## config.mk

```make
export PLATFORM = sky130hd
export DESIGN_NAME = restoring_divider_unit
export DESIGN_NICKNAME = d
export VERILOG_FILES = /design/src/rtl/rdiv_pkg.sv /design/src/rtl/restoring_divider_unit.sv /design/src/rtl/rdiv_stage.sv
export SDC_FILE = /design/constraint.sdc
export NUM_CORES = 1
export LEC_CHECK = 0
export BUFFER_PORTS_ARGS = -buffer_cell sky130_fd_sc_hd__buf_2
export CAP_MARGIN = 20
export CORE_MARGIN = 3
export CORE_UTILIZATION = 56
export CTS_CLUSTER_SIZE = 25
export DETAILED_ROUTE_END_ITERATION = 8
export PLACE_DENSITY = 0.81
export RECOVER_POWER = 100
export SLEW_MARGIN = 25
export SYNTH_ARGS = -nofsm -noshare
export SYNTH_HDL_FRONTEND = slang
export SYNTH_SLANG_ARGS = --single-unit
```

## constraint.sdc

```tcl
create_clock -name clk -period 6 [get_ports clk]
set_clock_uncertainty 0.2 [all_clocks]
set_input_delay 0.3 -clock clk [delete_from_list [all_inputs] [get_ports clk]]
set_output_delay 0.3 -clock clk [all_outputs]
set_load 0.01 [all_outputs]
```

## src/rtl/rdiv_pkg.sv

```systemverilog
// Package for the restoring divider: datapath width, transaction structs,
// and the single-round restoring step shared by the pipeline stages.
// No dependencies.
`timescale 1ns / 1ps
`default_nettype none

package rdiv_pkg;

  localparam int WIDTH = 8;
  localparam int ROUNDS_PER_STAGE_DEF = 2;

  typedef struct packed {
    logic [WIDTH-1:0] dividend;
    logic [WIDTH-1:0] divisor;
  } operands_t;

  typedef struct packed {
    logic [WIDTH-1:0] quotient;
    logic [WIDTH-1:0] remainder;
    logic             divide_by_zero;
  } result_t;

  // work: dividend bits not yet consumed in the high part, quotient bits
  // shifted in from the bottom; holds the quotient after WIDTH rounds.
  typedef struct packed {
    logic [WIDTH-1:0] rem;
    logic [WIDTH-1:0] work;
    logic [WIDTH-1:0] den;
    logic             dbz;
  } stage_t;

  function automatic stage_t div_round(stage_t s);
    logic [WIDTH:0]   shifted;
    logic [WIDTH+1:0] diff;
    stage_t           r;
    shifted = {s.rem, s.work[WIDTH-1]};
    diff    = {1'b0, shifted} - {2'b00, s.den};
    r       = s;
    r.work  = {s.work[WIDTH-2:0], ~diff[WIDTH+1]};
    if (!diff[WIDTH+1]) begin
      r.rem = diff[WIDTH-1:0];
    end else begin
      r.rem = shifted[WIDTH-1:0];
    end
    return r;
  endfunction

endpackage

`default_nettype wire

```

## src/rtl/restoring_divider_unit.sv

```systemverilog
// Pipelined unsigned restoring divider, top level. Depends on rdiv_pkg, rdiv_stage.
// Each operand transaction passes through every stage register before result valid;
// each stage register follows ROUNDS_PER_STAGE restoring rounds.
// Throughput: one transaction per cycle while result_ready stays high; each stage holds its own transaction.
// Reset clears all stage valid bits; the pipeline is empty after reset.
`timescale 1ns / 1ps
`default_nettype none

module restoring_divider_unit
  import rdiv_pkg::*;
#(
  parameter int ROUNDS_PER_STAGE = ROUNDS_PER_STAGE_DEF
) (
  input  wire logic      clk,
  input  wire logic      rst,
  input  wire logic      operand_valid,
  output logic           operand_ready,
  input  wire operands_t operands,
  output logic           result_valid,
  input  wire logic      result_ready,
  output result_t        result
);

  // ROUNDS_PER_STAGE must divide WIDTH.
  localparam int NUM_STAGES = WIDTH / ROUNDS_PER_STAGE;

  logic   valid [NUM_STAGES+1];
  logic   ready [NUM_STAGES+1];
  stage_t data  [NUM_STAGES+1];

  always_comb begin
    data[0]      = '0;
    data[0].rem  = '0;
    data[0].work = operands.dividend;
    data[0].den  = operands.divisor;
    data[0].dbz  = (operands.divisor == '0);
  end

  assign valid[0]      = operand_valid;
  assign operand_ready = ready[0];

  for (genvar g = 0; g < NUM_STAGES; g++) begin : g_stage
    rdiv_stage #(
      .ROUNDS (ROUNDS_PER_STAGE)
    ) u_stage (
      .clk       (clk),
      .rst       (rst),
      .in_valid  (valid[g]),
      .in_ready  (ready[g]),
      .in_data   (data[g]),
      .out_valid (valid[g+1]),
      .out_ready (ready[g+1]),
      .out_data  (data[g+1])
    );
  end

  assign ready[NUM_STAGES] = result_ready;
  assign result_valid      = valid[NUM_STAGES];

  always_comb begin
    result.quotient       = data[NUM_STAGES].work;
    result.remainder      = data[NUM_STAGES].rem;
    result.divide_by_zero = data[NUM_STAGES].dbz;
  end

endmodule

`default_nettype wire

```

## src/rtl/rdiv_stage.sv

```systemverilog
// One pipeline stage of the restoring divider: ROUNDS restoring steps
// followed by a valid/ready register. Depends on rdiv_pkg.
`timescale 1ns / 1ps
`default_nettype none

module rdiv_stage
  import rdiv_pkg::*;
#(
  parameter int ROUNDS = ROUNDS_PER_STAGE_DEF
) (
  input  wire logic   clk,
  input  wire logic   rst,
  input  wire logic   in_valid,
  output logic        in_ready,
  input  wire stage_t in_data,
  output logic        out_valid,
  input  wire logic   out_ready,
  output stage_t      out_data
);

  logic   valid;
  stage_t data;
  stage_t data_next;

  always_comb begin
    stage_t acc;
    acc = in_data;
    for (int i = 0; i < ROUNDS; i++) begin
      acc = div_round(acc);
    end
    data_next = acc;
  end

  assign in_ready = !valid || out_ready;

  always_ff @(posedge clk) begin
    if (rst) begin
      valid <= 1'b0;
    end else if (in_ready) begin
      valid <= in_valid;
    end
  end

  always_ff @(posedge clk) begin
    if (in_valid && in_ready) begin
      data <= data_next;
    end
  end

  assign out_valid = valid;
  assign out_data  = data;

endmodule

`default_nettype wire

```

==> reports/qor.csv, run 1 <==
metric,value,unit
synth_cell_types,68,
synthArstFlopShare,0,%
n_antenna_cell,0,
grt_pass1_vias,4443,
hold_violations,0,
synth_cells,541,
switching_share,34.3,%
root_buffer,clkbuf_8,
clkSinkCount,96,
dieWidth,112,µm
drive_gt1_share,11.4,%
arrival,5080,ps
synth_flop_cell,edfxtp_1,
slew_violations,26,
synth_common_cells,"edfxtp_1 (92), inv_1 (63), ha_1 (58)",
clockPowerShare,18.4,%
ys_warn_count,0,
clk_latency,370,ps
seq_area_frac_synth,45.6,%
ys_ff_latch,96,
synthTopCellsByArea,"edfxtp_1 (44%), ha_1 (12%), mux2_2 (4.9%)",
fill_cells,790,
cts_tree,done,
grt_overflow,0,
gp_congestion,0.956,
post-synth-top-count-cell,edfxtp_1,
cp_max_fo,8,
outcome,"finished, violations left",
cts_resized,0,
antenna_found_initial,0,
ir_drop,0.000166,V
io_buffers,38,
rsz0062_at_grt,no,
yosysTopAreaCellShare,44.3,%
die_h,112,µm
htreeDepth,3,
vias,4255,
initial_utilization,59.1,%
worstSetupPathType,register to register,
setup_violations,0,
p_leak,2.73,nW
hold_path.class,primary input to register,
endpoint_kind,register,
worst-slew-pin-transition,2010,ps
path_clk_slew,100,ps
ff_latch_area,0.00284,mm²
design.core.area,0.0106,mm²
post_dp_cell_area,0.00651,mm²
routed_wl,12400,µm
grt_start_max_net_pins,26,
seqPwrFrac,39.2,%
cp-start-kind,register,
post_drt_wl_per_cell,16.9,µm
final.setup.tns,0,ps
period_share,85.8,%
drtIter0Drc,203,
synth.cell_area,0.00624,mm²
dr.pass1.iters,4,
die-area,0.0124,mm²
grt_pass1_wl,20300,µm
cp_data_required_time,5940,ps
numCtsBuffers,9,
grt_use_total,20.2,%
antenna_left,0,
ioPinCount,39,
clk_path_buf_depth,2,
synth_top_area_cell,edfxtp_1,
fmax,194,MHz
multiInputGateArea,0.00298,mm²
vias_per_cell,5.80,
p_int,0.00144,W
maxCapViolations,1,
synth-edff-count,92,
dp_hpwl,9530,µm
core.rowCount,37,
area_growth,8.17,%
slew_headroom,-34.6,%
fin_area,0.00675,mm²
netSwitchingPower,0.000751,W
drc_errors,0,
combPwrFrac,42.4,%
violations,"max-capacitance violations, max-slew violations",
syn_area_per_cell,11.5,µm²
power_density,324,mW/mm²
period_needed,5150,ps
nets,678,
worst max-delay path, stage by stage (launching register included):
cell,delay [ps]
edfxtp_1,410
inv_1,210
ha_1,270
nor2b_1,140
o31a_1,320
o31ai_1,220
a31o_1,350
clkinvlp_2,450
mux2_4,430
ha_1,380
nand3_1,120
a211oi_1,390
o21ai_1,150
o211ai_2,140
a21o_1,340
mux2_2,380
power by group through the flow:
stage	clock network (W)	registers, W	logic (W)
2_1_floorplan	0	0.000861	0.000756
3_3_place_gp	0	0.000870	0.000875
3_5_place_dp	0	0.000873	0.000923
4_1_cts	0.000411	0.000857	0.000940
5_1_grt	0.000440	0.000863	0.00101
6_report	0.000401	0.000858	0.000928
kinds of logic (layout without fill, tap and decap cells):
| family | after synthesis | after routing | synth area share (%) |
|---|---|---|---|
| compound gates | 124 | 124 | 14.7 |
| xor+xnor | 29 | 29 | 4.19 |
| fa+ha+maj | 65 | 65 | 13.9 |
| buf+inv | 83 | 138 | 6.08 |
| flops | 96 | 96 | 45.6 |
| mux | 39 | 39 | 7.12 |
| other cells | 1 | 3 | 0.0601 |
| simple gates | 104 | 104 | 8.39 |
worst paths after layout:
kind / slack, ps / cells past startpoint / from / endpoint
setup / recovery: 850 / 15 / g_stage[1].u_stage.out_data[2] / g_stage[2].u_stage.out_data[21]
hold / removal: 40 / 4 / result_ready / g_stage[3].u_stage.out_valid
setup reg to reg: 850 / 15 / g_stage[1].u_stage.out_data[2] / g_stage[2].u_stage.out_data[21]
hold reg to reg: 210 / 0 / g_stage[2].u_stage.out_data[14] / g_stage[3].u_stage.out_data[16]
what timing repair did:
item / 4_1_cts / 5_1_grt
hold endpoints to repair: 18 / 0
setup buffers: 0 / 0
hold buffers: 16 / 0
per-layer routing:
metal,share of wire (%),routed length (µm),vias up,global-route usage (%)
met5,0,0,-,0
met4,4.7,580,0,11.7
met3,3.1,388,48,3.86
met2,54,6660,108,38.2
met1,38,4760,2025,20.6
li1,-,-,2074,-
cell type report:
class                           count  share of cell area (%)
Multi-Input combinational cell    364                    44.1
Sequential cell                    96                    42.1
Timing Repair Buffer               57                    4.86
Inverter                           65                    3.64
Tap cell                          136                    2.52
Clock buffer                        9                    1.84
Clock inverter                      7                   0.890
layout by cell type (no fill, tap or decap), types with 7 or more instances in the layout:
cell type and instances:
dlygate4sd3_1 16, o21ai_0 19, o21a_1 11, a21o_1 9, inv_1 63, clkbuf_1 30
a21oi_1 32, clkbuf_8 9, nor2_1 36, nor2b_1 11, xnor2_1 20, edfxtp_1 92
nand2_1 16, buf_2 11, mux2i_1 8, xor2_1 8, fa_1 7, nor3_1 8
ha_1 58, mux2_2 27, nand3_1 7
per-stage QoR:
stage               instances  util, %  hold WS [ps]  power [W]  worst slack (ps)
floorplan                 543        -           169    0.00162              1870
global placement          702     61.6           202    0.00175              1580
detailed placement        702     61.7           205    0.00180              1440
CTS                       734     64.9          35.0    0.00221              1420
global route              734     63.9          39.7    0.00232               588
finish                    734     63.9          36.0    0.00219               855
flip-flops by register name, indices dropped and copies added, names as in the netlist:
register,flops
g_stage.u_stage.out_data,92
g_stage.u_stage.out_valid,4
Note: power is estimated with default switching activity, not from simulation.
==> run 2, diff against run 1 <==
Settings changed: ABC_AREA set to 1.
==> run 2 against run 1 <==
  * The run now ends clean
  * Worst hold slack worse by 11 ps
  * Wire length is 4.4% higher
  * Final cell count is 25% higher
  * Critical endpoint is now g_stage[1].u_stage.out_data[23]
  * Largest power group is now registers
==> reports/qor.csv, run 2 <==
metric,value,unit
grt_overflow,0,
place_inst,890,
drc_errors,0,
synth_top_area_cell,edfxtp_1,
power_density,316,mW/mm²
cp_data_required_time,5900,ps
fmax,217,MHz
use_met1,24.8,%
fin_ws,1380,ps
cts_tree,done,
routed_wl,12900,µm
synthTopCellsByArea,"edfxtp_1 (43%), nand2_1 (12%), ha_1 (11%)",
syn_area_per_cell,8.90,µm²
core.rowCount,38,
ioPinCount,39,
clkSinkCount,96,
grt-busiest-layer,met2,
htreeDepth,3,
rr_worst_depth,17,
drtIter0Drc,216,
synth-edff-count,92,
slowest_delay,490,ps
rsz0062_at_grt,no,
antenna_left,0,
grt_start_max_net_pins,26,
maxCapViolations,0,
clk_path_buf_depth,2,
crit_chain,"inv_1, ha_1, nand2_1, nor2_2, nand3_2, nand3_1, clkinvlp_2, o21ai_0, ha_1, inv_1, o21ai_0, a21oi_1, nand2_1, nand4_1, nand3_1, nand2_1, nand2_1",
synth_cell_types,37,
path_clk_slew,70,ps
dieWidth,114,µm
hold_violations,0,
slew_headroom,10.2,%
grt_use_total,21.2,%
grt_pass1_wl,21600,µm
worstSetupPathType,register to register,
design.core.area,0.0111,mm²
die_h,114,µm
met2_usage,38.0,%
use_met3,4.19,%
critPathTopFamily,simple AND/OR/NAND/NOR gates,
largest_register_ffs,92,
area_growth,8.51,%
root_buffer,clkbuf_16,
setup_violations,0,
cp_max_fo,12,
holdPathStages,4,
ys_ff_latch,96,
path_common_cell,nand2_1,
endpoint_kind,register,
cp_num_cells,17,
post-synth-top-count-cell,nand2_1,
final-instance-count-excl-fill,920,
grt_pass1_vias,4827,
ir_drop,0.000217,V
synthArstFlopShare,0,%
arrival,4520,ps
dr.pass1.iters,6,
preCtsSetupSlack,2410,ps
p_leak,3.34,nW
clk_latency,360,ps
vias_per_cell,5.28,
seq_area_frac_synth,43.9,%
fin_area,0.00703,mm²
final.setup.tns,0,ps
ys_warn_count,0,
synth_common_cells,"nand2_1 (200), inv_1 (127), edfxtp_1 (92)",
n_antenna_cell,0,
die-area,0.0129,mm²
cp_num_buf_inv,3,
yosysTopAreaCellShare,42.6,%
antenna_found_initial,0,
initial_utilization,58.5,%
cp-start-kind,register,
post_dp_cell_area,0.00671,mm²
hold_path.class,primary input to register,
layout_common_cells,"nand2_1 (200), inv_1 (129), edfxtp_1 (92), ha_1 (58), nand3_1 (55)",
worst_path_max_delay_cell,clkinvlp_2,
nets,860,
final_common_cell,nand2_1,
synth.cell_area,0.00648,mm²
drive_gt1_share,6.67,%
io_buffers,38,
period_share,76.9,%
dp_hpwl,10100,µm
vias,4857,
numCtsBuffers,9,
worst-slew-pin-transition,1350,ps
post_drt_wl_per_cell,14.1,µm
gp_congestion,0.932,
synth_flop_cell,edfxtp_1,
synth_cells,728,
slew_violations,0,
cts_resized,0,
outcome,finished clean,
period_needed,4620,ps
[run 2: changes by cell type in the layout (fill, tap and decap cells not counted), sizes merged, moves of 9 or more]
| cell | change |
|---|---|
| a21o | -9 |
| nand3 | +49 |
| mux2 | -31 |
| nor2b | -11 |
| nand2 | +186 |
| xnor2 | -12 |
| inv | +67 |
| xor2 | +15 |
| nand4 | +17 |
| o21a | -11 |
[run 2: worst min-delay path: cells and delay by family]
| kind | cells | cell delay (ps) |
|---|---|---|
| buffers and inverters | 2 | 130 |
| AO/OA/AOI/OAI | 1 | 60 |
| AND/OR/NAND/NOR | 1 | 40 |
[run 2: layout make-up]
type / count / area [µm²]
timing repair buffer: 54 / 304
fill: 906 / 4050
sequential: 96 / 2840
tap: 140 / 175
inverter: 132 / 497
multi-input combinational: 482 / 2910
clock inverter: 7 / 75.1
clock buffer: 9 / 225
[run 2: worst paths after layout]
path | startpoint | to | slack, ps
worst max-delay path | g_stage[0].u_stage.out_data[7] | g_stage[1].u_stage.out_data[23] | 1380
worst min-delay path | result_ready | g_stage[3].u_stage.out_valid | 20
worst max register to register | g_stage[0].u_stage.out_data[7] | g_stage[1].u_stage.out_data[23] | 1380
worst min register to register | g_stage[2].u_stage.out_data[9] | g_stage[3].u_stage.out_data[11] | 220
[run 2: layer usage]
metal / up-vias / part of all wire [%]
li1: 2467 / -
met1: 2216 / 42
met2: 143 / 51
met3: 31 / 5.3
met4: 0 / 2.5
met5: - / 0
[run 2: through the flow]
step / total power, W / util [%] / hold WS (ps)
finish: 0.00222 / 63.5 / 24.9
floorplan: 0.00151 / - / 169
global route: 0.00238 / 63.5 / 47.2
global placement: 0.00164 / 60.6 / 202
detailed placement: 0.00167 / 60.6 / 206
CTS: 0.00224 / 64.5 / 1.34
[run 2: what timing repair did]
action | in CTS | in global routing
hold endpoints to repair | 17 | 0
setup buffers | 0 | 0
setup endpoints to repair | 0 | 0
hold buffers | 14 | 0
[run 2: cell families (layout without fill, tap and decap cells)]
kind of cell	count (synthesis)	after routing	synth area share, %
simple gates	322	322	22.6
xor+xnor	32	32	4.32
other cells	1	3	0.0579
flops	96	96	43.9
compound gates	60	60	5.60
buf+inv	152	202	10.2
fa+ha+maj	65	65	13.4
[run 2: report_power, final]
part	switching, W	internal [W]	leakage, nW
registers	0.0000243	0.000822	0.902
clock network	0.000276	0.000293	0.143
logic	0.000507	0.000296	2.30
total	0.000807	0.00141	3.34
==> run 3, diff against run 2 <==
Clock period 6 ns to 4.6 ns, I/O delays scaled along.
==> run 3 against run 2 <==
  * Critical path depth rose by 1
  * Power rose by 32%
  * Final cell count rose by 0.33%
  * Register-to-register slack got worse by 740 ps
  * Sequential share of layout area fell by 0.34 points
  * Worst setup slack got worse by 740 ps
  * Via count rose by 1.8%
  * Critical path type unchanged
  * Largest power group unchanged
==> reports/qor.csv, run 3 (synthesized netlist as in run 2, its figures left out) <==
metric,value,unit
outcome,finished clean,
post_dp_cell_area,0.00671,mm²
antenna_found_initial,0,
path_common_cell,nand2_1,
drc_errors,0,
holdPathStages,3,
drive_gt1_share,7.54,%
path_clk_slew,70,ps
htreeDepth,3,
vias,4945,
grt_start_max_net_pins,26,
hold_path.class,primary input to register,
cp_data_required_time,4490,ps
design.core.area,0.0111,mm²
power_density,412,mW/mm²
rsz0062_at_grt,no,
drtIter0Drc,248,
cts_tree,done,
clkSinkCount,96,
dp_hpwl,10200,µm
slew_violations,0,
final_common_cell,nand2_1,
n_antenna_cell,0,
cts_resized,0,
worst_path_max_delay_cell,edfxtp_1,
slew_headroom,10.4,%
clk_path_buf_depth,2,
grt_overflow,0,
ir_drop,0.000226,V
crit_chain,"inv_1, ha_1, nand2_1, nand2_1, a21oi_1, nand3_4, inv_4, nand2_1, o21ai_2, ha_1, inv_1, o21ai_0, a21oi_1, nand2_1, nand4_1, nand3_1, nand2_1, nand2_1",
gp_congestion,0.937,
core.rowCount,38,
root_buffer,clkbuf_16,
p_total,0.00292,W
worstSetupPathType,register to register,
nets,863,
fin_area,0.00709,mm²
layout_common_cells,"nand2_1 (200), inv_1 (127), edfxtp_1 (92), ha_1 (58), nand3_1 (54)",
grt_pass1_wl,22300,µm
routed_wl,13500,µm
antenna_left,0,
area_growth,9.44,%
cp_max_fo,12,
dieWidth,114,µm
dr.pass1.iters,5,
worst-slew-pin-transition,1340,ps
period_share,85.9,%
endpoint_kind,register,
ioPinCount,39,
die-area,0.0129,mm²
numCtsBuffers,9,
period_needed,3950,ps
clk_latency,350,ps
post_drt_wl_per_cell,14.6,µm
grt_use_total,21.8,%
cp-start-kind,register,
maxCapViolations,0,
fmax,253,MHz
largest_register_ffs,92,
setup_violations,0,
die_h,114,µm
arrival,3840,ps
grt_pass1_vias,4998,
slowest_delay,430,ps
initial_utilization,58.5,%
p_leak,3.37,nW
io_buffers,38,
rr_worst_depth,18,
vias_per_cell,5.36,
hold_violations,0,
final.setup.tns,0,ps
-- run 3: repair_timing --
| action | 4_1_cts | 5_1_grt |
|---|---|---|
| hold buffers | 17 | 0 |
| endpoints found under the hold margin | 18 | 0 |
| setup buffers | 0 | 0 |
-- run 3: path summary, 6_finish.rpt --
check,slack (ps),to,from
hold / removal,40,g_stage[0].u_stage.out_data[17],operands[14]
hold reg to reg,220,g_stage[1].u_stage.out_data[15],g_stage[0].u_stage.out_data[13]
setup reg to reg,650,g_stage[1].u_stage.out_data[23],g_stage[0].u_stage.out_data[7]
setup / recovery,650,g_stage[1].u_stage.out_data[23],g_stage[0].u_stage.out_data[7]
-- run 3: layout make-up --
cell class                      count  area (µm²)
Timing Repair Buffer               57         335
Fill cell                         924        3990
Clock inverter                      7        71.3
Sequential cell                    96        2840
Inverter                          132         498
Clock buffer                        9         225
Multi-Input combinational cell    482        2950
Tap cell                          140         175
-- run 3: layer usage --
metal / GRT usage, % / part of all wire [%] / wire length [µm]
met1: 24.6 / 41 / 5490
met2: 40.0 / 52 / 6990
met3: 3.34 / 4.1 / 552
met4: 10.7 / 3.4 / 457
met5: 0 / 0 / 0
-- run 3: report_power, final --
part           switching (W)  internal, W  total (W)
clock network       0.000354     0.000383   0.000737
registers          0.0000311      0.00107    0.00110
logic               0.000687     0.000395    0.00108
-- run 3: critical path: cells and delay by family (launching register included) --
family / cells / cell delay (ps)
and+or+nand+nor: 9 / 1440
DFF: 1 / 430
AOI/OAI and AO/OA: 4 / 620
buffers and inverters: 3 / 350
adders and majority gates: 2 / 650
-- run 3: through the flow --
step	setup WS, ps	std cells	hold slack (ps)	util (%)
5_1_grt	350	923	62.1	64.0
6_report	648	923	43.8	64.0
2_1_floorplan	1580	730	99.1	-
3_5_place_dp	1030	890	205	60.6
3_3_place_gp	1130	890	201	60.6
4_1_cts	1010	923	27.9	64.8
